==> src/rtl/core/sga_pkg.sv <==
// ----------------------------------------------------------------------------
// sga_pkg: shared types and constants of the segment glow accumulator
// Command record, register set, segment geometry and fixed-point constants.
// ----------------------------------------------------------------------------
package sga_pkg;

  localparam int DEF_SEGMENT_COUNT = 1024;
  localparam int DEF_MODULE_ROWS   = 8;

  localparam int QUEUE_DEPTH = 2;

  // module pitch and segment offsets, quarter pixels
  localparam int MOD_PITCH_X = 30;
  localparam int MOD_PITCH_Y = 56;
  localparam logic [5:0] SEG_OFF_X [8] = '{6'd15, 6'd6, 6'd24, 6'd15, 6'd24, 6'd6, 6'd25, 6'd15};
  localparam logic [5:0] SEG_OFF_Y [8] = '{6'd10, 6'd19, 6'd19, 6'd28, 6'd37, 6'd37, 6'd51, 6'd46};

  localparam logic [16:0] ONE_Q16 = 17'd65536;
  // ceil(2^21 / 3): exact floor(y / 3) for y below 2^19
  localparam logic [19:0] RECIP3 = 20'd699051;

  localparam logic [15:0] DEF_INV_GAIN  = 16'd3277;
  localparam logic [15:0] DEF_INV2_GAIN = 16'd3277;
  localparam logic [15:0] DEF_GAIN      = 16'd16384;
  localparam logic [7:0]  DEF_CUTOFF    = 8'd50;

  typedef enum logic [1:0] {
    FN_CLEAR = 2'd0,
    FN_ACC   = 2'd1,
    FN_READ  = 2'd2
  } func_t;

  typedef enum logic [1:0] {
    CFG_INV_GAIN  = 2'd0,
    CFG_INV2_GAIN = 2'd1,
    CFG_GAIN      = 2'd2,
    CFG_CUTOFF    = 2'd3
  } cfg_idx_t;

  typedef struct packed {
    func_t       func;
    logic [11:0] qx;   // quarter pixels
    logic [11:0] qy;
    logic [17:0] rgb;  // red + green + blue
    logic [9:0]  pos;
  } cmd_t;

  typedef struct packed {
    logic [15:0] inv_gain;
    logic [15:0] inv2_gain;
    logic [15:0] gain;
    logic [7:0]  cutoff;
  } cfg_t;

endpackage

==> src/rtl/core/sga_front.sv <==
// ----------------------------------------------------------------------------
// sga_front: request intake, register file and command queue
// Takes requests, drops unused codes, queues command records for the back.
// ----------------------------------------------------------------------------
module sga_front
  import sga_pkg::*;
(
  input  logic        clk,
  input  logic        rst_n,
  input  logic        start,
  output logic        busy,
  input  logic [1:0]  in_func,
  input  logic [9:0]  in_pixel_x,
  input  logic [9:0]  in_pixel_y,
  input  logic [15:0] in_red,
  input  logic [15:0] in_green,
  input  logic [15:0] in_blue,
  input  logic [9:0]  in_out_position,
  input  logic        cfg_valid,
  output logic        cfg_ready,
  input  logic [1:0]  cfg_index,
  input  logic [15:0] cfg_data,
  output cfg_t        cfg,
  output logic        cmd_valid,
  output cmd_t        cmd,
  input  logic        cmd_pop
);

  cfg_t       cfg_r;
  cmd_t       q_r [QUEUE_DEPTH];
  logic       wp_r, rp_r;
  logic [1:0] cnt_r;
  logic       known, push;
  cmd_t       new_cmd;

  assign cfg_ready = 1'b1;
  assign cfg       = cfg_r;
  assign busy      = (cnt_r == 2'(QUEUE_DEPTH));

  assign known = (in_func == FN_CLEAR) || (in_func == FN_ACC) || (in_func == FN_READ);
  assign push  = start && !busy && known;

  always_comb begin
    new_cmd.func = func_t'(in_func);
    new_cmd.qx   = {in_pixel_x, 2'b00};
    new_cmd.qy   = {in_pixel_y, 2'b00};
    new_cmd.rgb  = 18'(in_red) + 18'(in_green) + 18'(in_blue);
    new_cmd.pos  = in_out_position;
  end

  assign cmd_valid = (cnt_r != 2'd0);
  assign cmd       = q_r[rp_r];

  always_ff @(posedge clk) begin
    if (!rst_n) begin
      cfg_r.inv_gain  <= DEF_INV_GAIN;
      cfg_r.inv2_gain <= DEF_INV2_GAIN;
      cfg_r.gain      <= DEF_GAIN;
      cfg_r.cutoff    <= DEF_CUTOFF;
      wp_r  <= 1'b0;
      rp_r  <= 1'b0;
      cnt_r <= 2'd0;
    end else begin
      if (cfg_valid && cfg_ready) begin
        case (cfg_index)
          CFG_INV_GAIN:  cfg_r.inv_gain  <= cfg_data;
          CFG_INV2_GAIN: cfg_r.inv2_gain <= cfg_data;
          CFG_GAIN:      cfg_r.gain      <= cfg_data;
          CFG_CUTOFF:    cfg_r.cutoff    <= cfg_data[7:0];
          default: ;
        endcase
      end
      if (push) begin
        q_r[wp_r] <= new_cmd;
        wp_r      <= ~wp_r;
      end
      if (cmd_pop) begin
        rp_r <= ~rp_r;
      end
      cnt_r <= cnt_r + 2'(push) - 2'(cmd_pop);
    end
  end

  a_cnt_bound: assert property (@(posedge clk) disable iff (!rst_n)
    cnt_r <= 2'(QUEUE_DEPTH)) else $error("queue overfilled");
  a_pop_nonempty: assert property (@(posedge clk) disable iff (!rst_n)
    cmd_pop |-> cnt_r != 2'd0) else $error("pop from empty queue");

endmodule

==> config.mk <==
export PLATFORM = sky130hd
export DESIGN_NAME = sga_front
export DESIGN_NICKNAME = d
export VERILOG_FILES = /design/src/rtl/core/sga_pkg.sv /design/src/rtl/core/sga_front.sv
export SDC_FILE = /design/constraint.sdc
export NUM_CORES = 1
export LEC_CHECK = 0
export BUFFER_PORTS_ARGS = -buffer_cell sky130_fd_sc_hd__buf_2
export CAP_MARGIN = 40
export CORE_AREA = 3 3 145 147
export CTS_CLUSTER_DIAMETER = 120
export CTS_CLUSTER_SIZE = 14
export DETAILED_ROUTE_END_ITERATION = 10
export DIE_AREA = 0 0 148 150
export PLACE_DENSITY = 0.65
export SYNTH_ARGS = -nofsm -noshare
export SYNTH_HDL_FRONTEND = slang
export SYNTH_SLANG_ARGS = --single-unit
==> constraint.sdc <==
create_clock -name clk -period 5.8 [get_ports clk]
set_input_delay 0.87 -clock clk [delete_from_list [all_inputs] [get_ports clk]]
set_output_delay 0.87 -clock clk [all_outputs]
set_load 0.02 [all_outputs]
Yosys cells after proc, flatten, opt, wreduce, memory -nomap -nowiden
Memories as Yosys holds them, arrays and structs flattened. A register that Yosys moved wholly into a read port is not among the register bits.
Index checks and enable logic that the tools add are counted.
{"block": "classes", "n_addsub": 4, "eq_ne": 6, "mux": 5, "n_bitwise": 2, "n_reduce_logical": 12}
{"op": "adder 17 x 16 -> 18 bit", "n": 1}
{"op": "adder 16 x 16 -> 17 bit", "n": 1}
{"op": "== test 2 bit (second input constant)", "n": 4}
{"op": "AND reduction 2 bit", "n": 4}
{"op": "2-to-1 mux 1 bit", "n": 5}
{"op": "== test 2 x 1 -> 1 bit (second input constant)", "n": 2}
{"op": "zero test 2 bit", "n": 2}
{"op": "adder 2 x 1 -> 2 bit", "n": 1}
{"op": "logical AND 1 bit", "n": 2}
{"op": "logical OR 1 bit", "n": 2}
{"op": "NOT 1 bit", "n": 2}
{"op": "nonzero test 2 bit", "n": 1}
{"op": "subtractor 2 x 1 -> 2 bit", "n": 1}
{"op": "zero test 1 bit", "n": 1}
{"block": "word_totals", "reg_bits": 60, "mem_bits_rw": 100, "inputBits": 103, "mem_count": 1}
{"memory": "q_r", "depth": 2, "width": 50, "read_ports": 1, "rd_clocked_by_memory_dff": 1, "wr": 1, "line_no": "sga_front.sv:30", "text": "cmd_t q_r [QUEUE_DEPTH];"}

Logic depth before layout (Yosys ltp)
{"block": "depth", "ltp_word": 7, "mapped_depth": 10, "ltp_nobuf": 10}

Least setup slack after synthesis
No wires, ideal clock.
{"block": "synth_path", "kind": "input port to flip-flop", "start": "input in_func[0]", "end": "memory q_r[0][0] (netlist bit) (enable)", "arrival_time_ps": 4496, "path_slack_ps": 784, "stages": 3, "path_buffers": 0, "path_cell_list": "nand2_1 > nand3b_1 > nor3_1"}
{"block": "synth_via", "elab_chain_cells": 7}
{"item": "start, declared", "line_no": "sga_front.sv:12", "text": "input logic [1:0] in_func,"}
{"item": "== test 2 x 1 -> 1 bit or zero test 2 bit (tied branches)", "line_no": "sga_front.sv:40", "text": "assign known = (in_func == FN_CLEAR) || (in_func == FN_ACC) || (in_func == FN_READ);"}
{"item": "logical OR 1 bit", "line_no": "sga_front.sv:40"}
{"item": "logical OR 1 bit *", "line_no": "sga_front.sv:40"}
{"item": "logical AND 1 bit *", "line_no": "sga_front.sv:41", "text": "assign push = start && !busy && known;"}
{"item": "2-to-1 mux 1 bit *", "line_no": "sga_front.sv:73", "text": "if (push) begin"}
{"item": "2-to-1 mux 1 bit *", "line_no": "sga_front.sv:55", "text": "if (!rst_n) begin"}
{"item": "2-to-1 mux 1 bit (not written as such) *", "line_no": "sga_front.sv:74", "text": "q_r[wp_r] <= new_cmd;"}
{"item": "end, declared", "line_no": "sga_front.sv:30"}
Mark *: on every way between the ends. The rest lies on a longest branch, timed or not.

==> results.toml <==
[power]
finalPower_mw = 3.00
leakagePower_nw = 3.61
p_per_area_mw_per_mm2 = 341
ir_drop_v = 0.000261

[yosys]
synth_top_cell_area_share_pct = 43.6
synthDistinctLibCells = 46
synthArstFlopShare_pct = 0
ys_warn_count = 0
syn-instance-count = 557
syn_area_per_cell_um2 = 12.4
synth.area.top_cells = "edfxtp_1 (44%), dfxtp_1 (18%), mux2_1 (8.2%)"
synth_area_leader_cell = "edfxtp_1"
ys_seq_area_share_pct = 61.4
synth_edf_count = 100
synth-seq-cells = 161
ys.flop_type = "edfxtp_1"
syn-cell-area_mm2 = 0.00688

[clock_network]
htreeDepth = 4
cts_buffers = 17
cts_root_buf = "clkbuf_16"
cts-resized-gates = 0
cts.clk_slew.worst_paths_ps = 70
hold_buffers = 0
cts_tree = "built"
clockBufferDepth = 2
insertion_delay_ps = 410
post_cts_buffers = 0
cts.sinks = 161

[grt]
overflow = 0
grt_max_degree = 51
grt_pass1_wl_mm = 25.0
antenna_found_initial = 0
grt.total_usage_pct = 14.3
grt_pass1_vias = 4929

[detailed_routing]
top_layer = "met4"
drt_first_iter_violations = 184
drcViolationCount = 0
drt-vias-per-instance = 4.60
drt-pass1-iter-count = 4
wirelength_mm = 15.9
wl_met2_mm = 7.77
wl_met1_mm = 6.62
met3_length_mm = 1.29
wl_per_cell_um = 15.1
ant_nets = 0
route.vias.total = 4827

[timing]
rsz0062_at_grt = "no"
max_freq_mhz = 320
holdWs_ps = 454
clock_skew_ps = 6.27
finalCritPeriodShare_pct = 53.9
hold_violations = 0
setup_tns_ps = 0
worst_slack_ps = 2670
min_period_ps = 3130
slew_violations = 0
slew_headroom_pct = 50.8
tightest_slew_ps = 738
setup_viol = 0

[place]
dpl.cell_count = 1017
placed_area_mm2 = 0.00821
post-place-ws_ps = 2250
numPortBuffers = 210
dp_hpwl_mm = 11.2
gp_congestion = 0.824

[worst_setup_path]
crit-reg2reg-launch = "cnt_r[1]"
r2r.worst_path.cells = 4
path_class = "primary input to flop"
startpoint = "in_red[1]"
start_kind = "primary input"
critPathCaptureType = "flop"
cp-endpoint = "q_r[0][25]"
cp.required_ps = 5960
worst_ep_arrival_time_ps = 3290
r2r-end = "q_r[1][12]"
critPathMaxFanout = 4
r2r_slack_ps = 3900

[worst_hold_path]
hp-class = "flop to flop"

[die]
io_pins = 216
initial_core_util_pct = 34.3
rows = 52
dieArea_mm2 = 0.0222
core_area_mm2 = 0.0200
die_w_um = 148
chipHeight_um = 150

[flow_run]
drv_cap = 0

[finish]
nets = 903
final_area_mm2 = 0.00879
finalNonFillerCells = 1049
antenna_cells = 0
finish.utilization_pct = 43.9
area_growth_pct = 27.8
fillers = 1932
drive_above_1_share_pct = 33.1

[status]
status = "finished, final reports clean"
## synthesized netlist by cell type, types with 2 or more instances
cell	n
a21o_1	2
a21oi_1	50
a31oi_1	2
and3_1	5
buf_1	7
buf_4	5
clkbuf_1	16
conb_1	2
dfxtp_1	61
edfxtp_1	100
fa_1	17
ha_1	17
inv_1	14
mux2_1	50
nand2_1	121
nand3_1	22
nand3b_1	2
nor2_1	10
nor2b_1	5
nor3_1	3
o211ai_1	2
o21a_1	2
o21ai_1	2
o21bai_1	2
xnor2_1	11
xor2_1	7
## cell usage in the layout (no fill, tap or decap), drive strengths merged, types with 2 or more instances in the layout
cell type  count
a21o           2
a21oi         50
a311oi         2
a31oi          2
and3           5
buf          216
clkbuf        17
clkinv         8
clkinvlp       2
conb           5
dfxtp         61
edfxtp       100
fa            17
ha            17
inv           19
mux2          50
nand2        121
nand3         22
nand3b         2
nor2          10
nor2b          5
nor3           3
o211ai         2
o21a           2
o21ai          3
o21bai         3
or2            2
xnor2         11
xor2           7
## routing by layer
layer  vias to the layer above  track usage [%]
li1                       2357                -
met1                      2307             16.8
met2                       150             24.0
met3                        13             5.91
met4                         0             4.53
met5                         -                0
## report_power, final
| group | switching, mW | leakage [nW] | internal, mW | total [mW] |
|---|---|---|---|---|
| Clock | 0.480 | 0.279 | 0.604 | 1.08 |
| Combinational | 0.355 | 1.92 | 0.218 | 0.573 |
| Sequential | 0.0197 | 1.41 | 1.32 | 1.34 |
| Total | 0.855 | 3.61 | 2.15 | 3.00 |
## area by class of cell
type	instances	area, um^2	share of cell area (%)
repair buffers	216	1100	12.5
inverters	15	56.3	0.641
clock inverters	15	156	1.78
well taps	270	338	3.84
flip-flops and latches	161	4230	48.1
multi-input cells	355	2490	28.4
clock buffers	17	425	4.84
## worst min path at each step
| stage | start | end | slack (ps) | depth (start not counted) |
|---|---|---|---|---|
| 2_1_floorplan | rp_r | flop | 480 | 2 |
| 3_3_place_gp | cfg[19] | cfg[19] | 440 | 2 |
| 3_5_place_dp | cfg[10] | cfg[10] | 450 | 2 |
| 4_1_cts | cfg[10] | cfg[10] | 460 | 2 |
| 5_1_grt | cfg[0] | cfg[0] | 470 | 2 |
| 6_report | cfg[39] | cfg[39] | 450 | 2 |
## flip-flops by register name, summed over array words and instances (netlist names), named ones only
name	cells
rp_r	1
wp_r	1
cfg	56
q_r	100
cnt_r	2
## worst max-delay path: stages
cell and delay [ps]:
buf_2 110, fa_1 490, ha_1 240, fa_1 400, a21o_1 220, a221oi_2 380, o21bai_2 180, a311oi_2 290
xnor2_1 110
## cells by family (layout without fill, tap and decap cells)
kind of cell / after synthesis / in the layout / share of synthesized area [%]
XOR/XNOR: 18 / 18 / 2.29
flip-flops: 161 / 161 / 61.4
other: 2 / 5 / 0.109
buffers and inverters: 44 / 263 / 2.69
AND/OR/NAND/NOR: 178 / 178 / 11.3
adder cells (fa/ha/maj): 34 / 34 / 8.04
multiplexers: 50 / 50 / 8.18
AO/OA/AOI/OAI: 70 / 70 / 5.98
No activity file was read; power rests on OpenSTA's default activity.
